<file path="config.mk">
export PLATFORM = sky130hd
export DESIGN_NAME = parallel_strobe_ack_link
export DESIGN_NICKNAME = d
export VERILOG_FILES = /design/src/hw/rtl/psal_pkg.sv /design/src/hw/rtl/parallel_strobe_ack_link.sv
export VERILOG_INCLUDE_DIRS = /design/src /design/src/hw/rtl
export SDC_FILE = /design/constraint.sdc
export NUM_CORES = 1
export LEC_CHECK = 0
export ABC_AREA = 1
export ABC_CLOCK_PERIOD_IN_PS = 8500
export BUFFER_PORTS_ARGS = -buffer_cell sky130_fd_sc_hd__buf_4
export CORE_ASPECT_RATIO = 1.1
export CORE_UTILIZATION = 55
export CTS_CLUSTER_SIZE = 14
export DETAILED_ROUTE_END_ITERATION = 7
export PLACE_DENSITY = 0.86
export SLEW_MARGIN = 40
export SYNTH_ARGS = -nofsm -noshare
export SYNTH_HDL_FRONTEND = slang
export SYNTH_SLANG_ARGS = --single-unit
export TNS_END_PERCENT = 20
</file>
<file path="constraint.sdc">
create_clock -name clk -period 8.5 [get_ports clk]
set_input_delay 1.275 -clock clk [delete_from_list [all_inputs] [get_ports clk]]
set_output_delay 1.275 -clock clk [all_outputs]
set_load 0.03 [all_outputs]
</file>
<file path="src/hw/rtl/parallel_strobe_ack_link_assert.svh">
// ---------------------------------------------------------------------------
// Assertion macros for the parallel strobe/ack link
// Clocked on clk, disabled during rst.
// ---------------------------------------------------------------------------
`ifndef PARALLEL_STROBE_ACK_LINK_ASSERT_SVH
`define PARALLEL_STROBE_ACK_LINK_ASSERT_SVH

// Same-cycle implication.
`define PSAL_ASSERT_NOW(name, ante, cons, msg) \
  name: assert property (@(posedge clk) disable iff (rst) (ante) |-> (cons)) \
    else $error(msg);

// Next-cycle implication.
`define PSAL_ASSERT_NEXT(name, ante, cons, msg) \
  name: assert property (@(posedge clk) disable iff (rst) (ante) |=> (cons)) \
    else $error(msg);

`endif

</file>
<file path="src/hw/rtl/psal_pkg.sv">
// ---------------------------------------------------------------------------
// psal_pkg
// Types and constants for the parallel strobe/ack link.
// ---------------------------------------------------------------------------
package psal_pkg;

  localparam int unsigned TICKS_PER_UNIT_DEF = 2;
  localparam int unsigned TICK_W             = 17;
  localparam int unsigned TIMEOUT_W          = 16;
  localparam logic [7:0]  PORT_PULLUPS       = 8'hff;

  typedef enum logic [3:0] {
    OP_POLL    = 4'd0,
    OP_RESET   = 4'd1,
    OP_STROBE  = 4'd2,
    OP_ACKED   = 4'd3,
    OP_INPUT   = 4'd4,
    OP_OUTPUT  = 4'd5,
    OP_READ    = 4'd6,
    OP_WRITE   = 4'd7,
    OP_SEND    = 4'd8,
    OP_RECEIVE = 4'd9
  } op_t;

  typedef enum logic [1:0] {
    ST_IDLE    = 2'd0,
    ST_WAIT    = 2'd1,
    ST_DONE    = 2'd2,
    ST_TIMEOUT = 2'd3
  } status_t;

  typedef struct packed {
    logic [3:0] op;
    logic [7:0] data_byte;
    logic       ack_level;
    logic [7:0] port_in;
    logic       timer_tick;
  } link_in_t;

  typedef struct packed {
    logic [7:0] port_drive;
    logic       port_output_enable;
    logic       strobe_pulse;
    logic       target_reset_pulse;
    logic [7:0] read_data;
    logic       acked;
    logic [1:0] status;
  } link_out_t;

endpackage

</file>
<file path="src/hw/rtl/parallel_strobe_ack_link.sv">
// ---------------------------------------------------------------------------
// parallel_strobe_ack_link
// Host side of an 8-bit parallel link with strobe out and toggling ack in.
// Takes one request per clock while in_ready is high and returns exactly
// one result per request. A two-entry output buffer (result register
// plus skid register) keeps accepting one more request after out_ready
// drops; in_ready falls only once both entries are full. Send and receive
// waits span later requests, each of which acts as a poll and counts
// timer_tick; the timeout limit is timeout_units * TICKS_PER_UNIT ticks,
// zero meaning no limit. Write timeout_units only while the link is idle.
// ---------------------------------------------------------------------------
`include "parallel_strobe_ack_link_assert.svh"

module parallel_strobe_ack_link
  import psal_pkg::*;
#(
  parameter int unsigned TICKS_PER_UNIT = TICKS_PER_UNIT_DEF
) (
  input  logic                 clk,
  input  logic                 rst,
  input  logic                 cfg_write,
  input  logic [TIMEOUT_W-1:0] cfg_data,
  input  logic                 in_valid,
  output logic                 in_ready,
  input  link_in_t             in_data,
  output logic                 out_valid,
  input  logic                 out_ready,
  output link_out_t            out_data
);

  typedef enum logic [1:0] {
    WAIT_IDLE = 2'd0,
    WAIT_SEND = 2'd1,
    WAIT_RECV = 2'd2
  } wait_t;

  localparam logic [TICK_W-1:0] TICK_MAX = '1;
  localparam int unsigned       LIMIT_W  = TIMEOUT_W + $clog2(TICKS_PER_UNIT + 1);

  logic [TIMEOUT_W-1:0] timeout_units;
  wait_t                mode, mode_next;
  logic                 last_ack, last_ack_next;
  logic                 drive_enable, drive_enable_next;
  logic [7:0]           port_latch, port_latch_next;
  logic [TICK_W-1:0]    tick_count, tick_count_next;
  logic [LIMIT_W-1:0]   tick_limit;
  logic                 check;
  link_out_t            res;
  link_out_t            skid;
  logic                 skid_valid;
  logic                 fire, pop;

  assign in_ready = !skid_valid;
  assign fire     = in_valid && in_ready;
  assign pop      = out_valid && out_ready;

  // tick_count / TICKS_PER_UNIT >= timeout_units  <=>  tick_count >= limit
  assign tick_limit = LIMIT_W'(timeout_units) * LIMIT_W'(TICKS_PER_UNIT);

  always_comb begin
    mode_next         = mode;
    last_ack_next     = last_ack;
    drive_enable_next = drive_enable;
    port_latch_next   = port_latch;
    tick_count_next   = tick_count;
    check             = 1'b0;
    res               = '0;

    if (mode == WAIT_SEND || mode == WAIT_RECV) begin
      if (in_data.timer_tick && tick_count != TICK_MAX) begin
        tick_count_next = tick_count + 1'b1;
      end
      check = 1'b1;
    end else begin
      mode_next = WAIT_IDLE;
      case (op_t'(in_data.op))
        OP_RESET:  res.target_reset_pulse = 1'b1;
        OP_STROBE: res.strobe_pulse = 1'b1;
        OP_ACKED: begin
          if (in_data.ack_level != last_ack) begin
            res.acked     = 1'b1;
            last_ack_next = in_data.ack_level;
          end
        end
        OP_INPUT: begin
          drive_enable_next = 1'b0;
          port_latch_next   = PORT_PULLUPS;
        end
        OP_OUTPUT: drive_enable_next = 1'b1;
        OP_READ:   res.read_data = in_data.port_in;
        OP_WRITE:  port_latch_next = in_data.data_byte;
        OP_SEND: begin
          port_latch_next  = in_data.data_byte;
          res.strobe_pulse = 1'b1;
          tick_count_next  = '0;
          mode_next        = WAIT_SEND;
          check            = 1'b1;
        end
        OP_RECEIVE: begin
          tick_count_next = '0;
          mode_next       = WAIT_RECV;
          check           = 1'b1;
        end
        default: ;
      endcase
    end

    if (check) begin
      if (timeout_units != '0 && LIMIT_W'(tick_count_next) >= tick_limit) begin
        res.status = ST_TIMEOUT;
        mode_next  = WAIT_IDLE;
      end else if (in_data.ack_level != last_ack_next) begin
        last_ack_next = in_data.ack_level;
        if (mode_next == WAIT_RECV) begin
          res.read_data    = in_data.port_in;
          res.strobe_pulse = 1'b1;
        end
        res.status = ST_DONE;
        mode_next  = WAIT_IDLE;
      end else begin
        res.status = ST_WAIT;
      end
    end

    res.port_drive         = port_latch_next;
    res.port_output_enable = drive_enable_next;
  end

  always_ff @(posedge clk) begin
    if (rst) begin
      timeout_units <= '0;
      mode          <= WAIT_IDLE;
      last_ack      <= 1'b1;
      drive_enable  <= 1'b0;
      port_latch    <= PORT_PULLUPS;
      tick_count    <= '0;
      out_valid     <= 1'b0;
      skid_valid    <= 1'b0;
    end else begin
      if (cfg_write) begin
        timeout_units <= cfg_data;
      end
      if (fire) begin
        mode         <= mode_next;
        last_ack     <= last_ack_next;
        drive_enable <= drive_enable_next;
        port_latch   <= port_latch_next;
        tick_count   <= tick_count_next;
      end
      if (pop) begin
        if (skid_valid) begin
          out_data   <= skid;
          skid_valid <= 1'b0;
        end else if (fire) begin
          out_data <= res;
        end else begin
          out_valid <= 1'b0;
        end
      end else if (fire) begin
        if (out_valid) begin
          skid       <= res;
          skid_valid <= 1'b1;
        end else begin
          out_data  <= res;
          out_valid <= 1'b1;
        end
      end
    end
  end

  `PSAL_ASSERT_NOW(a_skid_behind_out, skid_valid, out_valid, "skid full while output empty")
  `PSAL_ASSERT_NEXT(a_skid_drains, pop && skid_valid, out_valid && !skid_valid, "skid not drained")
  `PSAL_ASSERT_NEXT(a_cmd_clears_timer, fire && check && mode == WAIT_IDLE, tick_count == '0, "timer not cleared")
  `PSAL_ASSERT_NEXT(a_wait_holds, fire && res.status == ST_WAIT, mode != WAIT_IDLE, "wait status while idle")
  `PSAL_ASSERT_NEXT(a_wait_keeps_dir, fire && mode != WAIT_IDLE, $stable(drive_enable), "direction changed in wait")

endmodule
</file>
==> summary.md <==
| Metric | Value |
|---|---|
| MaxCap Viol Count | `0` |
| Max Freq | `0.258 GHz` |
| Clock power frac | `31.7%` |
| Slowest-stage cell, CP | `dfxtp_1` |
| Cell Rows | `35` |
| RSZ-0062 raised after global routing | `no` |
| Setup TNS | `0 ns` |
| Most frequent cells in the layout | `188 x nand2_1, 78 x inv_1, 68 x buf_4, 49 x a21oi_1, 47 x dfxtp_1` |
| Required time of the critical path | `8.64 ns` |
| Final Critical Period | `3.88 ns` |
| Die Y | `101 um` |
| Final WS setup | `4.62 ns` |
| Initial core utilization | `57.7%` |
| DRT Pass-1 Iters | `5` |
| Area grow syn2layout | `15.4%` |
| Vias | `4383` |
| Synth Area in XOR/XNOR | `0.179%` |
| CTS tree | `yes` |
| Critical R2R Launch | `tick_count[0]$_SDFFE_PP0P_` |
| Setup CP Type | `reg2reg` |
| Antenna violations before repair | `0` |
| Post CTS Setup Buffer Count | `0` |
| Kind of end point of the critical path | `register` |
| Post-DP HPWL | `7800 um` |
| IO Pins | `67` |
| Compound-gate portion of the synthesized area | `13.5%` |
| Final Max Slew Viols | `0` |
| Clk_lat worst skew | `0.38 ns` |
| Run status | `complete, no violations` |
| Die ar. | `0.00929 mm2` |
| VDD IR max | `0.0000920 V` |
| Vias/cell | `5.45` |
| Worst reg2reg setup slack | `4.62 ns` |
| Fin cells | `804` |
| Top cell by count, worst path | `nand2_1` |
| Final #Nets | `749` |
| Multiplexer share of the synthesized area | `0%` |
| Distinct cells, synth | `39` |
| Cell internal pwr | `0.679 mW` |
| Die X | `92.0 um` |
| Remaining DRCs | `0` |
| Final Hold Viols | `0` |
| Starting DRT DRC Count | `264` |
| Largest family of logic cells by synthesized area | `simple AND/OR/NAND/NOR gates` |
| Crit path launch type | `register` |
| Warnings from Yosys | `0` |
| Synth Register Bits | `91` |
| Multi-input gate area | `0.00223 mm2` |
| Synthesized Nets | `692` |
| Gpl congestion | `0.973` |
| Final setup fails | `0` |
| Global-route wire length before repair | `18300 um` |
| Actual slew at the worst max-slew pin | `0.797 ns` |
| Post-Synthesis Cells | `631` |
| Seq pwr share | `51.0%` |
| CTS Hold Buffers Added | `0` |
| Mean Syn Cell Area | `7.77 um2` |
| Total wire length | `10900 um` |
| Clk sinks | `91` |
| Skew final | `0.0125 ns` |
| Clock root cell | `clkbuf_8` |
| GRT Total Usage | `24.7%` |
| Total CTS buffers | `9` |
| Worst path arrival time | `4.02 ns` |
| Leading cell type in the layout, fill and taps excluded | `nand2_1` |
| Largest net degree at the start of global routing | `38` |
| Vias in the first global route | `4091` |
| DRT antenna net count | `0` |
| Worst-path maximum fanout | `16` |
| Seq/Total Area, Yosys | `46.1%` |
| Number of diodes | `0` |
| Overflow after GRT | `0` |
| Pleak | `2.58 nW` |
| CP Launch Point | `tick_count[0]$_SDFFE_PP0P_` |
| Worst hold path class | `reg2reg` |
| Max stage delay on crit path | `0.42 ns` |
| Share of layout cells above drive strength 1 | `17.3%` |
| P_sw | `0.298 mW` |
| Hold Startpoint | `port_latch[7]$_SDFFE_PP1P_` |
| Pwr Density | `173 mW/mm2` |
| Hold WS | `0.486 ns` |
| CTS resizes | `0` |
| Slew HR | `46.7%` |
| Port bufs | `66` |
| WL per Instance | `13.5 um` |
| H-tree depth reported by CTS | `3` |
| Post-synthesis adder-cell area fraction | `4.59%` |
| Switching Fraction | `30.5%` |
| Pre-CTS setup slack | `4.48 ns` |
| Period utilization | `45.7%` |
| Storage cell area | `0.00226 mm2` |
| Fillers | `686` |
| Post-synthesis simple-gate area fraction | `27.2%` |
| Mapped cell area | `0.00490 mm2` |
| Clk slew on worst S/H paths | `0.10 ns` |
| Floorplan Core Area | `0.00850 mm2` |
| CTS Buffer Depth | `2` |
| Total power | `0.976 mW` |
| Part of the power in combinational logic | `17.3%` |
| DP Cell Count | `788` |
-- power groups by stage --
| stage | clock, mW | combinational [mW] | sequential (mW) |
|---|---|---|---|
| after floorplan | 0 | 0.112 | 0.514 |
| after global placement | 0 | 0.161 | 0.507 |
| after detailed placement | 0 | 0.166 | 0.508 |
| after CTS | 0.309 | 0.168 | 0.498 |
| after global routing | 0.328 | 0.191 | 0.501 |
| final | 0.310 | 0.169 | 0.498 |
-- worst max-delay path, delay by kind of cell, from the launching register on --
kind,cells,cell delay (ns)
adder cells (fa/ha/maj),3,0.72
flip-flops,1,0.42
AO/OA/AOI/OAI,3,0.27
buffers and inverters,5,0.36
AND/OR/NAND/NOR,18,1.87
-- flip-flops by register name (all words and copies together) (netlist names) --
signal,count
out_data,22
skid,22
tick_count,17
timeout_units,16
port_latch,8
mode,2
drive_enable,1
last_ack,1
out_valid,1
skid_valid,1
-- path summary, 6_finish.rpt --
path | to | cells past startpoint
setup reg to reg | out_data[12]$_DFFE_PP_ | 29
hold / removal | port_latch[7]$_SDFFE_PP1P_ | 2
setup / recovery | out_data[12]$_DFFE_PP_ | 29
hold reg to reg | port_latch[7]$_SDFFE_PP1P_ | 2
-- cell families (layout without fill, tap and decap cells) --
group,count (synthesis),in the layout
AND/OR/NAND/NOR,299,299
AO/OA/AOI/OAI,119,119
buffers and inverters,103,165
flip-flops,91,91
adder cells (fa/ha/maj),18,18
XOR/XNOR,1,1
-- through the flow --
stage | utilization (%) | instance area [um2]
floorplan | - | 4900
global placement | 64.1 | 5440
detailed placement | 64.1 | 5450
CTS | 66.6 | 5660
global route | 66.6 | 5660
finish | 66.6 | 5660
-- layout make-up --
class / count / area share [%]
flip-flops and latches: 91 / 40.0
multi-input cells: 437 / 39.4
repair buffers: 68 / 9.03
inverters: 81 / 5.38
clock buffers: 10 / 2.63
well taps: 111 / 2.46
clock inverters: 6 / 1.06
-- synthesized netlist by cell type --
cell	count	share of area (%)
o21bai_1	1	0.15
o21ai_1	5	0.51
a31o_2	8	1.4
nand2_1	189	14
or2_2	1	0.13
buf_4	2	0.31
a211oi_1	1	0.15
a31oi_1	2	0.26
nand3b_1	2	0.31
nor3_1	6	0.61
nor2_1	35	2.7
o32ai_1	1	0.18
nand2_2	4	0.51
o211a_1	1	0.20
nor3b_1	8	1.2
edfxtp_1	44	27
nor2_2	6	0.77
o211ai_1	1	0.15
o21a_1	2	0.31
buf_6	2	0.46
buf_2	2	0.20
clkbuf_1	14	1.1
nand4_2	1	0.26
o21ai_2	2	0.36
o2bb2ai_1	1	0.18
nand2_4	3	0.69
nand3_1	29	3.0
dfxtp_1	47	19
nand4_1	4	0.51
xnor2_1	1	0.18
a21oi_1	49	5.0
nor4_4	1	0.43
inv_1	78	6.0
ha_1	18	4.6
buf_1	2	0.15
nor4_1	5	0.64
inv_2	3	0.23
o21ai_0	45	4.6
nand3_2	5	1.0
-- layer usage --
layer	vias up	global-route usage [%]	part of all wire, %	wire length, um
li1	2199	-	-	-
met1	1992	29.8	43	4720
met2	176	43.7	49	5330
met3	16	4.75	6.0	657
met4	0	9.50	1.6	175
met5	-	0	0	0
(Power assumes the default switching activity.)
